--- config.mk ---
export PLATFORM = sky130hd
export DESIGN_NAME = ascii_brightness_command_parser
export DESIGN_NICKNAME = d
export VERILOG_FILES = /design/src/rtl/core/abcp_pkg.sv /design/src/rtl/core/abcp_scan.sv /design/src/rtl/core/ascii_brightness_command_parser.sv
export VERILOG_INCLUDE_DIRS = /design/src /design/src/rtl/core
export SDC_FILE = /design/constraint.sdc
export NUM_CORES = 1
export LEC_CHECK = 0
export ABC_CLOCK_PERIOD_IN_PS = 8800
export BUFFER_PORTS_ARGS = -buffer_cell sky130_fd_sc_hd__buf_4
export CORE_MARGIN = 3
export CORE_UTILIZATION = 60
export CTS_CLUSTER_DIAMETER = 120
export CTS_CLUSTER_SIZE = 25
export DETAILED_ROUTE_END_ITERATION = 6
export PLACE_DENSITY = 0.9
export SLEW_MARGIN = 0
export SYNTH_ARGS = -nofsm -noshare
export SYNTH_HDL_FRONTEND = slang
export SYNTH_SLANG_ARGS = --single-unit
--- constraint.sdc ---
create_clock -name clock -period 8.8 [get_ports clock]
set_input_delay 0.88 -clock clock [delete_from_list [all_inputs] [get_ports clock]]
set_output_delay 0.88 -clock clock [all_outputs]
set_load 0.1 [all_outputs]
--- src/rtl/core/ascii_brightness_command_parser_defines.svh ---
// assertion macros for the ascii brightness command parser
`ifndef ASCII_BRIGHTNESS_COMMAND_PARSER_DEFINES_SVH
`define ASCII_BRIGHTNESS_COMMAND_PARSER_DEFINES_SVH

`ifndef NO_ASSERTIONS

// implication or plain property, checked on every rising clock edge outside reset
`define ABCP_ASSERT(label, clk, rst, prop) \
   label: assert property (@(posedge clk) disable iff (rst) prop) \
      else $error("abcp assertion failed");

// condition that must never be seen outside reset
`define ABCP_ASSERT_NEVER(label, clk, rst, expr) \
   label: assert property (@(posedge clk) disable iff (rst) !(expr)) \
      else $error("abcp forbidden condition seen");

`else

`define ABCP_ASSERT(label, clk, rst, prop)
`define ABCP_ASSERT_NEVER(label, clk, rst, expr)

`endif

`endif

--- src/rtl/core/abcp_pkg.sv ---
// shared types, codes and helpers for the ascii brightness command parser
`timescale 1ns / 1ps
`default_nettype none

package abcp_pkg;

   // line length limit; the counter is wide enough for any limit up to 31
   localparam int MaxLine    = 19;
   localparam int CountWidth = 5;
   localparam int MagWidth   = 7;
   localparam int DutyWidth  = 8;

   localparam logic [CountWidth-1:0] MaxLineCount = CountWidth'(MaxLine);
   localparam logic [CountWidth-1:0] LenOn        = CountWidth'(2);
   localparam logic [CountWidth-1:0] LenOff       = CountWidth'(3);

   // result status codes
   localparam logic [1:0] StatusOn      = 2'd0;
   localparam logic [1:0] StatusOff     = 2'd1;
   localparam logic [1:0] StatusLevel   = 2'd2;
   localparam logic [1:0] StatusInvalid = 2'd3;

   // number scan phases
   localparam logic [1:0] PhaseSkip   = 2'd0;
   localparam logic [1:0] PhaseSign   = 2'd1;
   localparam logic [1:0] PhaseDigits = 2'd2;
   localparam logic [1:0] PhaseDone   = 2'd3;

   // magnitude limits
   localparam logic [MagWidth-1:0]  MagMax   = MagWidth'(100);
   localparam logic [MagWidth-1:0]  MagOver  = MagWidth'(101);
   localparam logic [DutyWidth-1:0] DutyFull = 8'hFF;
   localparam logic [DutyWidth-1:0] DutyZero = 8'h00;

   // characters
   localparam logic [7:0] ChCr    = 8'h0D;
   localparam logic [7:0] ChLf    = 8'h0A;
   localparam logic [7:0] ChSpace = 8'h20;
   localparam logic [7:0] ChTab   = 8'h09;
   localparam logic [7:0] ChVt    = 8'h0B;
   localparam logic [7:0] ChFf    = 8'h0C;
   localparam logic [7:0] ChPlus  = 8'h2B;
   localparam logic [7:0] ChMinus = 8'h2D;
   localparam logic [7:0] ChZero  = 8'h30;
   localparam logic [7:0] ChNine  = 8'h39;
   localparam logic [7:0] ChO     = 8'h4F;
   localparam logic [7:0] ChN     = 8'h4E;
   localparam logic [7:0] ChF     = 8'h46;

   typedef struct packed {
      logic [CountWidth-1:0] count;
      logic                  may_on;
      logic                  may_off;
      logic [1:0]            phase;
      logic                  negative;
      logic [MagWidth-1:0]   mag;
   } line_state_type;

   typedef struct packed {
      line_state_type line;
      logic           done;
   } scan_result_type;

   localparam line_state_type LineClear = '{
      count:    '0,
      may_on:   1'b1,
      may_off:  1'b1,
      phase:    PhaseSkip,
      negative: 1'b0,
      mag:      '0
   };

   // floor(level * 255 / 100) for level 0..100, as level * 10445 / 4096
   function automatic logic [DutyWidth-1:0] duty_of(input logic [MagWidth-1:0] level);
      logic [19:0] prod;
      prod = 20'(level) * 20'd10445;
      return prod[19:12];
   endfunction

endpackage

`default_nettype wire

--- src/rtl/core/abcp_scan.sv ---
// one character step of the command line scanner
`timescale 1ns / 1ps
`default_nettype none

module abcp_scan (
   input  wire logic [7:0]              rx_byte,
   input  wire abcp_pkg::line_state_type line_i,
   output abcp_pkg::scan_result_type    scan_o
);

   abcp_pkg::line_state_type nxt;
   logic                     eol;
   logic                     digit;
   logic [3:0]               dval;
   logic [10:0]              acc;
   logic [7:0]               off_ch;

   always_comb begin
      eol   = rx_byte inside {abcp_pkg::ChCr, abcp_pkg::ChLf};
      digit = rx_byte inside {[abcp_pkg::ChZero:abcp_pkg::ChNine]};
      dval  = rx_byte[3:0];
      acc   = {1'b0, line_i.mag, 3'b000} + {3'b000, line_i.mag, 1'b0} + {7'd0, dval};

      case (line_i.count)
         5'd0:    off_ch = abcp_pkg::ChO;
         default: off_ch = abcp_pkg::ChF;
      endcase

      nxt = line_i;

      // keyword prefix tracking
      if (line_i.count >= abcp_pkg::LenOn ||
          rx_byte != (line_i.count[0] ? abcp_pkg::ChN : abcp_pkg::ChO)) begin
         nxt.may_on = 1'b0;
      end
      if (line_i.count >= abcp_pkg::LenOff || rx_byte != off_ch) begin
         nxt.may_off = 1'b0;
      end

      // decimal scan
      case (line_i.phase)
         abcp_pkg::PhaseSkip: begin
            if (rx_byte inside {abcp_pkg::ChSpace, abcp_pkg::ChTab,
                                abcp_pkg::ChVt, abcp_pkg::ChFf}) begin
               nxt.phase = abcp_pkg::PhaseSkip;
            end else if (rx_byte inside {abcp_pkg::ChPlus, abcp_pkg::ChMinus}) begin
               nxt.negative = (rx_byte == abcp_pkg::ChMinus);
               nxt.phase    = abcp_pkg::PhaseSign;
            end else if (digit) begin
               nxt.mag   = {3'b000, dval};
               nxt.phase = abcp_pkg::PhaseDigits;
            end else begin
               nxt.phase = abcp_pkg::PhaseDone;
            end
         end
         abcp_pkg::PhaseSign, abcp_pkg::PhaseDigits: begin
            if (digit) begin
               nxt.mag   = (acc > 11'(abcp_pkg::MagMax)) ? abcp_pkg::MagOver : acc[6:0];
               nxt.phase = abcp_pkg::PhaseDigits;
            end else begin
               nxt.phase = abcp_pkg::PhaseDone;
            end
         end
         default: begin
            nxt.phase = line_i.phase;
         end
      endcase

      nxt.count = line_i.count + 5'd1;

      if (eol) begin
         scan_o.line = line_i;
         scan_o.done = (line_i.count != '0);
      end else begin
         scan_o.line = nxt;
         scan_o.done = (nxt.count >= abcp_pkg::MaxLineCount);
      end
   end

endmodule

`default_nettype wire

--- src/rtl/core/ascii_brightness_command_parser.sv ---
// top level of the ascii brightness command parser
`timescale 1ns / 1ps
`default_nettype none
`include "ascii_brightness_command_parser_defines.svh"

// Takes one received byte per request and gathers a command line, which ends
// at CR or LF or right after its 19th character. A finished line gives one
// response: exact "ON" (status 0, duty 255), exact "OFF" (status 1, duty 0),
// a decimal 0..100 read atoi style (status 2, duty = level*255/100 rounded
// down) or anything else (status 3, duty unchanged, level 0). An empty line,
// such as the LF after a CR, gives no response. One byte is taken every cycle
// unless stalled; a byte sits in the input register and is judged in the cycle
// after its accept, so its response, if any, passes from the input register to
// the response register, where rsp_valid shows it. The only stall is a finishing
// byte meeting a full, untaken response register.
module ascii_brightness_command_parser (
   input  wire logic       clock,
   input  wire logic       reset,
   input  wire logic       req_valid,
   output      logic       req_ready,
   input  wire logic [7:0] req_rx_byte,
   output      logic       rsp_valid,
   input  wire logic       rsp_ready,
   output      logic [1:0] rsp_status,
   output      logic [6:0] rsp_level_percent,
   output      logic [7:0] rsp_pwm_duty
);

   // input register
   logic       in_vld_ff, in_vld_in;
   logic [7:0] in_byte_ff, in_byte_in;

   // line state and current duty
   abcp_pkg::line_state_type line_ff, line_in;
   logic [7:0]               duty_ff, duty_in;

   // response register
   logic       rsp_vld_ff, rsp_vld_in;
   logic [1:0] rsp_status_ff, rsp_status_in;
   logic [6:0] rsp_level_ff, rsp_level_in;
   logic [7:0] rsp_duty_ff, rsp_duty_in;

   abcp_pkg::scan_result_type scan;
   logic                      advance;
   logic                      finish;

   // verdict on the judged line
   logic [1:0] v_status;
   logic [6:0] v_level;
   logic [7:0] v_duty;

   abcp_scan u_scan (
      .rx_byte (in_byte_ff),
      .line_i  (line_ff),
      .scan_o  (scan)
   );

   // a byte that finishes no line never waits on the response side
   assign advance   = in_vld_ff && (!scan.done || !rsp_vld_ff || rsp_ready);
   assign finish    = advance && scan.done;
   assign req_ready = !in_vld_ff || advance;

   always_comb begin
      if (scan.line.may_on && scan.line.count == abcp_pkg::LenOn) begin
         v_status = abcp_pkg::StatusOn;
         v_level  = abcp_pkg::MagMax;
         v_duty   = abcp_pkg::DutyFull;
      end else if (scan.line.may_off && scan.line.count == abcp_pkg::LenOff) begin
         v_status = abcp_pkg::StatusOff;
         v_level  = '0;
         v_duty   = abcp_pkg::DutyZero;
      end else if (scan.line.mag > abcp_pkg::MagMax ||
                   (scan.line.negative && scan.line.mag != '0)) begin
         // out of range or negative: duty kept
         v_status = abcp_pkg::StatusInvalid;
         v_level  = '0;
         v_duty   = duty_ff;
      end else begin
         // no digits reads as zero, as does minus zero
         v_status = abcp_pkg::StatusLevel;
         v_level  = scan.line.mag;
         v_duty   = abcp_pkg::duty_of(scan.line.mag);
      end
   end

   always_comb begin
      // input stage
      in_vld_in  = in_vld_ff;
      in_byte_in = in_byte_ff;
      if (req_valid && req_ready) begin
         in_vld_in  = 1'b1;
         in_byte_in = req_rx_byte;
      end else if (advance) begin
         in_vld_in  = 1'b0;
      end

      // line state: cleared once a line is judged
      line_in = line_ff;
      duty_in = duty_ff;
      if (advance) begin
         line_in = scan.done ? abcp_pkg::LineClear : scan.line;
      end
      if (finish) begin
         duty_in = v_duty;
      end

      // response register
      rsp_vld_in    = rsp_vld_ff;
      rsp_status_in = rsp_status_ff;
      rsp_level_in  = rsp_level_ff;
      rsp_duty_in   = rsp_duty_ff;
      if (finish) begin
         rsp_vld_in    = 1'b1;
         rsp_status_in = v_status;
         rsp_level_in  = v_level;
         rsp_duty_in   = v_duty;
      end else if (rsp_ready) begin
         rsp_vld_in    = 1'b0;
      end
   end

   always_ff @(posedge clock) begin
      if (reset) begin
         in_vld_ff  <= 1'b0;
         line_ff    <= abcp_pkg::LineClear;
         duty_ff    <= abcp_pkg::DutyZero;
         rsp_vld_ff <= 1'b0;
      end else begin
         in_vld_ff  <= in_vld_in;
         line_ff    <= line_in;
         duty_ff    <= duty_in;
         rsp_vld_ff <= rsp_vld_in;
      end
   end

   // payload registers, no reset needed
   always_ff @(posedge clock) begin
      in_byte_ff    <= in_byte_in;
      rsp_status_ff <= rsp_status_in;
      rsp_level_ff  <= rsp_level_in;
      rsp_duty_ff   <= rsp_duty_in;
   end

   assign rsp_valid         = rsp_vld_ff;
   assign rsp_status        = rsp_status_ff;
   assign rsp_level_percent = rsp_level_ff;
   assign rsp_pwm_duty      = rsp_duty_ff;

   // a pending response always reports the duty currently held
   `ABCP_ASSERT(a_rsp_duty_tracks, clock, reset, rsp_vld_ff |-> (rsp_duty_ff == duty_ff))
   // an on response carries full level and full duty
   `ABCP_ASSERT(a_on_full, clock, reset, (rsp_vld_ff && rsp_status_ff == abcp_pkg::StatusOn) |-> (rsp_level_ff == abcp_pkg::MagMax && rsp_duty_ff == abcp_pkg::DutyFull))
   // a stored line is always judged before reaching the length limit
   `ABCP_ASSERT_NEVER(a_line_len, clock, reset, line_ff.count >= abcp_pkg::MaxLineCount)

endmodule

`default_nettype wire
=== Yosys cells after proc, flatten, opt, wreduce, memory -nomap -nowiden ===
Cells that the tools add are included.

* $add $sub $neg: 3
* Multiply operators: 1
* $lt $le $gt $ge: 7
* Equal/unequal tests: 15
* Muxes and demuxes: 29
* Reductions and logical operators: 30

{| class="wikitable"
|+ Operators by type and width
! kind !! number
|-
| 2-to-1 mux 7 bit || 6
|-
| == test 8 x 4 -> 1 bit, second input constant || 5
|-
| 2-to-1 mux 8 bit || 4
|-
| == test 8 x 6 -> 1 bit, second input constant || 3
|-
| multiplier 7 x 14 -> 20 bit, second input constant || 1
|-
| 2-to-1 mux 18 bit || 1
|-
| 2-to-1 mux 17 bit || 1
|-
| one-hot mux 7 bit (2 select lines) || 1
|-
| 2-to-1 mux 1 bit || 12
|-
| adder 10 x 8 -> 11 bit || 1
|-
| adder 11 x 4 -> 11 bit || 1
|-
| > comparator 11 x 7 -> 1 bit, second input constant || 1
|-
| == test 5 x 2 -> 1 bit, second input constant || 2
|-
| greater-or-equal comparator 5 x 2 -> 1 bit, second input constant || 2
|-
| greater-or-equal comparator 8 x 6 -> 1 bit, second input constant || 1
|-
| less-or-equal comparator 8 x 6 -> 1 bit, second input constant || 1
|-
| inequality test 8 x 7 -> 1 bit || 1
|-
| inequality test 8 bit || 1
|-
| nonzero test 2 bit || 4
|-
| > comparator 7 bit, second input constant || 1
|-
| logical AND 1 bit || 7
|-
| nonzero test 7 bit || 1
|-
| logical OR 1 bit || 6
|-
| adder 5 x 1 -> 5 bit, second input constant || 1
|-
| 16 further kinds || 20
|}

* Register bits: 52
* Input port bits: 12
* Word-level logic and storage cells: 100

=== Depth between registers and ports, before layout ===
Gate-level depths: netlist (run 1).

* Word-level depth: 14
* Mapped depth: 29
* Mapped depth without buffers: 29

=== Modules after synthesis ===
Synthesis (run 1) repeated with hierarchy kept, for this count alone.

* Cells, all modules: 494
* Area total of the unflattened synthesis: 4620.7 um^2

{| class="wikitable"
|+ Modules (own cells, without submodules)
! module !! times used !! cells each !! area each (um^2)
|-
| ascii_brightness_command_parser || 1 || 334 || 3458.3
|-
| abcp_scan || 1 || 160 || 1162.4
|}

=== Worst setup path before layout (run 1) ===
Ideal clock, no wire load.

* Kind: reg2reg
* Start point: register in_byte_ff[3]
* End point: register rsp_duty_ff[7] (netlist: rsp_pwm_duty[7]) (data pin)
* Setup time: 0.136 ns
* Data arrival time: 6.915 ns
* Data required time: 8.664 ns
* Path slack: 1.749 ns
* Stages on the path, launching flop included: 29
* Clock period less this slack: 7.051 ns
* Cell sequence: edfxtp_1 -> inv_1 -> fa_1 -> inv_1 -> ha_1 -> a211oi_2 -> nor2_1 -> xor2_1 -> a311o_1 -> o41ai_1 -> nand2b_1 -> o2bb2ai_1 -> inv_1 -> ha_1 -> inv_1 -> ha_1 -> or2_2 -> fa_1 -> ha_1 -> ha_1 -> a21o_1 -> a21o_1 -> a21oi_1 -> and3_1 -> a211oi_2 -> o32ai_2 -> o21bai_2 -> or4b_1 -> nand3_1

{| class="wikitable"
|+ RTL lines
! what !! RTL line !! RTL
|-
| start: declaration || ascii_brightness_command_parser.sv:31 || <nowiki>logic [7:0] in_byte_ff, in_byte_in;</nowiki>
|-
| start signal: assignment || ascii_brightness_command_parser.sv:138 || <nowiki>in_byte_ff <= in_byte_in;</nowiki>
|-
| end signal: assignment || ascii_brightness_command_parser.sv:141 || <nowiki>rsp_duty_ff <= rsp_duty_in;</nowiki>
|-
| end: declaration || ascii_brightness_command_parser.sv:41 || <nowiki>logic [7:0] rsp_duty_ff, rsp_duty_in;</nowiki>
|}

==> results.yml, run 1 <==
synth:
  syn_nets: 606
  ys_warn_count: 0
  synth_seq_cells: 52
  ys.flop_type: "dfxtp_1"
  async_flop_share_pct: 0
  postSynthCellCount: 508
  yosysUniqueCellTypes: 88
  avgSynthCellArea_um2: 9.352
  ys_seq_area_share_pct: 27.18
  synth_area_um2: 4751
  synth-edff-count: 25
critical_path:
  path_class: "reg2reg"
  worstSetupStartpointType: "register"
  crit_path_top_delay_cell: "fa_1"
  arrival_ns: 7.91
  cp-end-kind: "register"
  crit_fanout: 8
  cp.required_ns: 9.01
  cpPeakStageDelay_ns: 0.62
  cp_common_cell: "ha_1"
min_path:
  hold_class: "reg2reg"
routing:
  drt-initial-drc-count: 252
  num_vias: 3949
  drc: 0
  dr.pass1.iters: 6
  wirelength_mm: 10.90
  wire_per_inst_um: 17.36
  vias_per_cell: 6.288
  ant_nets: 0
outcome:
  status: "finished clean"
floorplanning:
  io_pins: 31
  fp-row-count: 31
  coreArea_um2: 7447
  start_util_pct: 63.79
  dieWidth_um: 94.99
  dieArea_um2: 9022
  die_h_um: 94.99
grt:
  antenna_found_initial: 0
  track_usage_pct: 25.23
  grt_overflow: 0
  grt.busiest_layer: "met2"
  use_met1_pct: 31.49
  met3_usage_pct: 3.267
  grt_max_degree: 28
  grt_pass1_vias: 3813
  gr-usage-met2_pct: 45.92
  grt_pass1_wl_mm: 17.88
placement:
  hpwl_mm: 8.430
  place_congestion: 0.9222
  io_buffer_count: 30
  post-place-ws_ns: 1.163
cts:
  insertion_delay_ns: 0.33
  cts_hold_buffers: 0
  cts_setup_buffers: 0
  cts_buffer_depth: 2
  h-tree-depth: 2
  path_clk_slew_ns: 0.12
  clock-root-buffer: "clkbuf_8"
  cts-buffers-inserted: 5
  cts_resized: 0
  cts_tree: "done"
  cts_sinks: 52
sta:
  setup_tns_ns: 0
  tightestPinTransition_ns: 1.133
  setup_viol: 0
  maxSlewViolCount: 0
  fin_crit_sh_pct: 87.53
  hold_viol: 0
  worst_slack_ns: 1.097
  slew_headroom_pct: 23.95
  skew_ns: 0.01675
  finalCriticalPeriod_ns: 7.703
  rsz0062_at_grt: "no"
  holdWs_ns: 0.4732
  max_freq_mhz: 129.8
pwr:
  p_per_area_nw_per_um2: 96.24
  ir_drop_v: 0.00008137
  power_leakage_uw: 0.002405
final_layout:
  diodes: 0
  area_growth_pct: 7.717
  layout-drive-gt1-share_pct: 13.04
  fin_nets: 626
  nFillCells: 591
run:
  maxCapViolCount: 0
final cells by class:
class / instances / area, um2 / share of cell area, %
clock buffer: 5 / 68.82 / 1.345
clock inverter: 3 / 26.28 / 0.5134
inverter: 45 / 168.9 / 3.301
multi-input combinational: 394 / 3213 / 62.79
sequential: 52 / 1291 / 25.23
tap: 99 / 123.9 / 2.421
timing repair buffer: 30 / 225.2 / 4.401
cell families after synthesis:
kind of cell,synth area share (%)
flip-flops,27.18
buffers and inverters,5.188
AND/OR/NAND/NOR,16.04
AO/OA/AOI/OAI,23.12
multiplexers,0.4214
XOR/XNOR,3.503
adder cells (fa/ha/maj),24.55
worst max-delay path: cells and delay by family (launching register included):
family,cells,cell delay [ns]
AND/OR/NAND/NOR,6,1.31
AO/OA/AOI/OAI,10,2.63
buffers and inverters,4,0.47
XOR/XNOR,1,0.18
adder cells (fa/ha/maj),7,2.50
flip-flops,1,0.47
path summary, 6_finish.rpt:
kind	start	end	slack (ns)	cells past startpoint
max	in_byte_ff[3]$_DFFE_PP_	rsp_pwm_duty[7]$_DFFE_PP_	1.10	28
min	line_ff[10]$_SDFFE_PP1P_	line_ff[10]$_SDFFE_PP1P_	0.47	2
max reg2reg	in_byte_ff[3]$_DFFE_PP_	rsp_pwm_duty[7]$_DFFE_PP_	1.10	28
min reg2reg	line_ff[10]$_SDFFE_PP1P_	line_ff[10]$_SDFFE_PP1P_	0.47	2
Yosys cell counts, types with 3 or more instances:
library cell | count | area share, %
ha_1 | 74 | 19
dfxtp_1 | 27 | 11
o21a_1 | 4 | 0.63
a221oi_1 | 3 | 0.55
or2_2 | 6 | 0.79
o21ai_0 | 12 | 1.3
a211oi_2 | 3 | 0.79
edfxtp_1 | 25 | 16
nand3_1 | 10 | 1.1
fa_1 | 12 | 5.1
and3_1 | 6 | 0.79
xor2_1 | 9 | 1.7
a21o_1 | 10 | 1.6
a21boi_0 | 3 | 0.47
o211ai_1 | 4 | 0.63
a21oi_1 | 27 | 2.8
nor3_1 | 5 | 0.53
nor2_1 | 41 | 3.2
o22ai_1 | 3 | 0.40
a31oi_1 | 4 | 0.53
a22o_1 | 3 | 0.55
and2_1 | 4 | 0.53
a32oi_1 | 5 | 0.92
nand4_1 | 5 | 0.66
nand2_1 | 40 | 3.2
o31ai_1 | 3 | 0.47
o21ai_1 | 3 | 0.32
a22oi_1 | 9 | 1.4
inv_1 | 43 | 3.4
a211oi_1 | 3 | 0.47
clkbuf_1 | 12 | 0.95
xnor2_1 | 10 | 1.8
nand2b_1 | 6 | 0.79
a221o_1 | 5 | 1.1
placed cells by master, fill, tap and decap left out, types with 6 or more instances in the layout:
master	instances
ha_1	74
inv_1	43
nor2_1	41
nand2_1	40
buf_4	30
a21oi_1	27
dfxtp_1	27
edfxtp_1	25
o21ai_0	12
fa_1	12
a21o_1	10
nand3_1	10
xnor2_1	10
xor2_1	9
a22oi_1	9
nand2b_1	6
or2_2	6
and3_1	6
power by group:
group / leakage, uW / internal [uW] / total, uW / switching [uW]
combinational: 0.00193 / 29.5 / 73.5 / 44.0
clock: 0.0000506 / 59.0 / 152 / 93.0
sequential: 0.000421 / 258 / 267 / 8.76
metrics by stage:
stage / instances / area (um2) / utilization [%] / total power, uW
5_1_grt: 628 / 5117 / 68.72 / 510.8
3_5_place_dp: 620 / 5022 / 67.44 / 343.9
4_1_cts: 628 / 5117 / 68.72 / 489.2
3_3_place_gp: 620 / 5022 / 67.44 / 342.4
2_1_floorplan: 508 / 4751 / - / 325.3
6_report: 628 / 5117 / 68.72 / 492.5
metal layers:
metal | wire length, um | vias up
met4 | 83 | 0
met3 | 540 | 12
met5 | 0 | -
met2 | 5561 | 129
li1 | - | 1912
met1 | 4717 | 1896
sequential cells by signal, summed over array words and instances (netlist names):
signal / count
line_ff: 17
duty_ff: 8
in_byte_ff: 8
rsp_pwm_duty: 8
rsp_level_percent: 7
rsp_status: 2
in_vld_ff: 1
rsp_valid: 1
Note: power is estimated with default switching activity, not from simulation.
==> run 2, diff against run 1 <==
BUFFER_PORTS_ARGS = -buffer_cell sky130_fd_sc_hd__clkbuf_2   (was -buffer_cell sky130_fd_sc_hd__buf_4)
==> run 2 against run 1 <==
Compared with the run above: cell count unchanged; count of clock-buffer cells in the layout unchanged; wire length up 2.0%; critical path depth unchanged; clock skew down 0.0033 ns; flip-flop and latch count unchanged; largest power group unchanged; sequential power about the same; power about the same; hold slack better by 0.0076 ns; global-route usage up 0.77 points; die area unchanged.
==> results.yml, run 2 (synthesized netlist as in run 1, its figures left out) <==
min_path:
  min_path_cells: 2
  hold_class: "reg2reg"
cts:
  cts_hold_buffers: 0
  cts_tree: "done"
  clock-root-buffer: "clkbuf_8"
  insertion_delay_ns: 0.32
  cts_sinks: 52
  cts-buffers-inserted: 5
  cts_setup_buffers: 0
  path_clk_slew_ns: 0.12
  cts_resized: 0
  cts_buffer_depth: 2
  h-tree-depth: 2
routing:
  wire_per_inst_um: 17.72
  ant_nets: 0
  wirelength_mm: 11.13
  num_vias: 3942
  vias_per_cell: 6.277
  drc: 0
  top_layer: "met4"
  wl_met3_um: 558
  wl_met1_mm: 4.681
  dr.pass1.iters: 5
  drt-initial-drc-count: 218
  route.met2.wl_mm: 5.573
sta:
  finalCriticalPeriod_ns: 7.969
  hold_viol: 0
  fin_crit_sh_pct: 90.56
  maxSlewViolCount: 0
  tightestPinTransition_ns: 1.118
  setup_tns_ns: 0
  rsz0062_at_grt: "no"
  setup_viol: 0
  slew_headroom_pct: 24.96
  skew_ns: 0.01344
  max_freq_mhz: 125.5
pwr:
  ir_drop_v: 0.00006574
  power_leakage_uw: 0.002388
  p_per_area_nw_per_um2: 97.70
floorplanning:
  die_h_um: 94.99
  dieWidth_um: 94.99
  fp-row-count: 31
  dieArea_um2: 9022
  coreArea_um2: 7447
  start_util_pct: 63.79
  io_pins: 31
critical_path:
  path_class: "reg2reg"
  crit_fanout: 8
  worstSetupStartpointType: "register"
  cp-end-kind: "register"
  cp.required_ns: 9.00
  rrSetupSlack_ns: 0.83
  cpPeakStageDelay_ns: 0.62
  arrival_ns: 8.16
  cp_common_cell: "ha_1"
  crit_path_top_delay_cell: "fa_1"
  worstRegToRegCells: 28
final_layout:
  area_growth_pct: 6.137
  layout_common_cells: "ha_1, inv_1, nor2_1, nand2_1, clkbuf_2"
  layout_commonest_cell: "ha_1"
  finalInstanceArea_um2: 5042
  top_register: "line_ff"
  fin_nets: 626
  layout-drive-gt1-share_pct: 13.04
  nFillCells: 591
  diodes: 0
  largest_register_ffs: 17
  multi_input_area_um2: 3213
  instances_no_fill: 628
  seq_area_um2: 1291
grt:
  track_usage_pct: 26.00
  grt_pass1_wl_mm: 18.51
  grt_pass1_vias: 3907
  antenna_found_initial: 0
  grt_overflow: 0
  grt_max_degree: 28
placement:
  dp.cells: 620
  place_area_um2: 4947
  hpwl_mm: 8.545
  place_congestion: 0.9254
  io_buffer_count: 30
run:
  maxCapViolCount: 0
outcome:
  status: "finished clean"
-- run 2: final timing paths --
| path | startpoint | end |
|---|---|---|
| max | in_byte_ff[3]$_DFFE_PP_ | rsp_pwm_duty[7]$_DFFE_PP_ |
| min reg2reg | line_ff[8]$_SDFFE_PP0P_ | line_ff[8]$_SDFFE_PP0P_ |
| max reg2reg | in_byte_ff[3]$_DFFE_PP_ | rsp_pwm_duty[7]$_DFFE_PP_ |
| min | line_ff[8]$_SDFFE_PP0P_ | line_ff[8]$_SDFFE_PP0P_ |
-- run 2: where the power goes --
part | switching (uW) | total, uW | internal (uW)
clock network | 93.8 | 153 | 59.0
logic | 44.9 | 73.0 | 28.2
registers | 8.55 | 267 | 258
-- run 2: area by class of cell --
cell class | count | area share [%]
clock buffers | 5 | 1.365
clock inverters | 3 | 0.5211
inverters | 45 | 3.350
multi-input cells | 394 | 63.72
flip-flops and latches | 52 | 25.61
well taps | 99 | 2.457
repair buffers | 30 | 2.978
-- run 2: worst max-delay path: cells and delay by family (launching register included) --
| kind | cells | cell delay, ns |
|---|---|---|
| XOR/XNOR | 1 | 0.19 |
| buffers and inverters | 4 | 0.50 |
| flip-flops | 1 | 0.48 |
| adder cells (fa/ha/maj) | 7 | 2.54 |
| AND/OR/NAND/NOR | 6 | 1.37 |
| AO/OA/AOI/OAI | 10 | 2.75 |
-- run 2: layer usage --
metal  global-route usage (%)  vias up
li1                         -     1914
met3                    3.347       28
met2                    45.57      144
met4                    10.82        0
met1                    32.04     1856
met5                        0        -
-- run 2: stage by stage --
stage               utilization (%)  power, uW  worst slack, ns  hold slack [ns]
floorplan                         -      325.3            1.749           0.4398
global placement              66.43      341.0            1.413           0.4510
detailed placement            66.43      343.8            1.002           0.4688
CTS                           67.71      491.6           0.8940           0.4819
global route                  67.71      508.8           0.3848           0.5174
finish                        67.71      492.6           0.8310           0.4808
==> run 3, diff against run 2 <==
PLACE_DENSITY = 0.86   (was 0.9)
==> run 3 against run 2 <==
Compared with the run above: cell area did not move; count of clock-buffer cells in the layout did not move; critical path depth fell by 1; sequential power barely moved; maximum frequency rose by 0.74%; critical path type unchanged; critical endpoint unchanged; highest routed layer unchanged.
==> results.yml, run 3 (synthesized netlist as in run 1, its figures left out) <==
sta:
  max_freq_mhz: 126.4
  maxSlewViolCount: 0
  slew_headroom_pct: 23.90
  finalCriticalPeriod_ns: 7.910
  setup_viol: 0
  hold_viol: 0
  setup_tns_ns: 0
  skew_ns: 0.007037
  tightestPinTransition_ns: 1.134
  fin_crit_sh_pct: 89.89
  rsz0062_at_grt: "no"
cts:
  cts_resized: 0
  insertion_delay_ns: 0.32
  cts_sinks: 52
  cts_hold_buffers: 0
  cts_setup_buffers: 0
  path_clk_slew_ns: 0.10
  h-tree-depth: 2
  cts_tree: "done"
  cts-buffers-inserted: 5
  clock-root-buffer: "clkbuf_8"
  cts_buffer_depth: 2
grt:
  grt_pass1_wl_mm: 17.93
  track_usage_pct: 25.08
  grt_max_degree: 28
  antenna_found_initial: 0
  grt_overflow: 0
  grt_pass1_vias: 3828
pwr:
  power_uw: 488.3
  ir_drop_v: 0.00009253
  p_per_area_nw_per_um2: 96.85
  power_leakage_uw: 0.002388
final_layout:
  fin_nets: 626
  nFillCells: 589
  largest_register_ffs: 17
  instances_no_fill: 628
  area_growth_pct: 6.137
  top_register: "line_ff"
  layout_common_cells: "ha_1, inv_1, nor2_1, nand2_1, clkbuf_2"
  layout-drive-gt1-share_pct: 13.04
  layout_commonest_cell: "ha_1"
  diodes: 0
routing:
  wirelength_mm: 10.58
  ant_nets: 0
  drc: 0
  dr.pass1.iters: 6
  vias_per_cell: 6.234
  wire_per_inst_um: 16.84
  drt-initial-drc-count: 184
  num_vias: 3915
floorplanning:
  io_pins: 31
  start_util_pct: 63.79
  dieWidth_um: 94.99
  dieArea_um2: 9022
  coreArea_um2: 7447
  fp-row-count: 31
  die_h_um: 94.99
critical_path:
  worstSetupStartpointType: "register"
  path_class: "reg2reg"
  arrival_ns: 8.10
  crit_fanout: 8
  cp.required_ns: 8.99
  cp-end-kind: "register"
placement:
  place_congestion: 0.9336
  dp.cells: 620
  hpwl_mm: 8.309
  io_buffer_count: 30
run:
  maxCapViolCount: 0
outcome:
  status: "finished clean"
min_path:
  hold_class: "reg2reg"
## run 3: cell counts in the layout (fill, tap and decap cells not counted)
Identical to the previous run, type by type.
## run 3: layout make-up
type | instances | area (um2) | area share, %
well taps | 99 | 123.9 | 2.457
clock buffers | 5 | 68.82 | 1.365
clock inverters | 3 | 26.28 | 0.5211
flip-flops and latches | 52 | 1291 | 25.61
multi-input cells | 394 | 3213 | 63.72
inverters | 45 | 168.9 | 3.350
repair buffers | 30 | 150.1 | 2.978
## run 3: worst max-delay path: stages, from the launching register on
cell,delay [ns]
edfxtp_1,0.50
inv_1,0.23
fa_1,0.47
fa_1,0.46
nand2b_1,0.23
a211oi_1,0.31
o21ai_0,0.18
and2_1,0.25
o41ai_1,0.39
nand2b_1,0.12
o2bb2ai_1,0.53
inv_1,0.22
ha_1,0.33
inv_1,0.06
ha_1,0.16
or2_2,0.29
fa_1,0.46
ha_1,0.31
ha_1,0.33
a21o_1,0.18
a21o_1,0.18
a21oi_1,0.18
and3_1,0.23
a211oi_2,0.11
o32ai_2,0.36
o21bai_2,0.12
or4b_1,0.51
nand3_1,0.08
## run 3: metal layers
| metal | vias to the layer above | global-route usage (%) | share of wire, % |
|---|---|---|---|
| met2 | 123 | 44.45 | 50 |
| met4 | 0 | 6.851 | 2.1 |
| li1 | 1910 | - | - |
| met5 | - | 0 | 0 |
| met1 | 1863 | 32.12 | 44 |
| met3 | 19 | 2.948 | 4.2 |
## run 3: through the flow
| step | setup WS [ns] | instance area (um2) | utilization, % | hold WS [ns] |
|---|---|---|---|---|
| 3_3_place_gp | 1.377 | 4947 | 66.43 | 0.4506 |
| 3_5_place_dp | 1.011 | 4947 | 66.43 | 0.4672 |
| 5_1_grt | 0.4760 | 5042 | 67.71 | 0.5151 |
| 4_1_cts | 0.9584 | 5042 | 67.71 | 0.4821 |
| 2_1_floorplan | 1.749 | 4751 | - | 0.4398 |
| 6_report | 0.8896 | 5042 | 67.71 | 0.4829 |
## run 3: worst paths after layout
| kind | from | end | slack, ns | cells after the start |
|---|---|---|---|---|
| max | in_byte_ff[3]$_DFFE_PP_ | rsp_pwm_duty[7]$_DFFE_PP_ | 0.89 | 27 |
| max reg2reg | in_byte_ff[3]$_DFFE_PP_ | rsp_pwm_duty[7]$_DFFE_PP_ | 0.89 | 27 |
| min reg2reg | line_ff[9]$_SDFFE_PP0P_ | line_ff[9]$_SDFFE_PP0P_ | 0.48 | 2 |
| min | line_ff[9]$_SDFFE_PP0P_ | line_ff[9]$_SDFFE_PP0P_ | 0.48 | 2 |
## run 3: power by group
part | total, uW | switching (uW) | internal (uW) | leakage [uW]
clock | 149 | 89.7 | 58.9 | 0.0000506
sequential | 267 | 8.65 | 258 | 0.000421
combinational | 72.9 | 44.8 | 28.0 | 0.00192
total | 488 | 143 | 345 | 0.00239
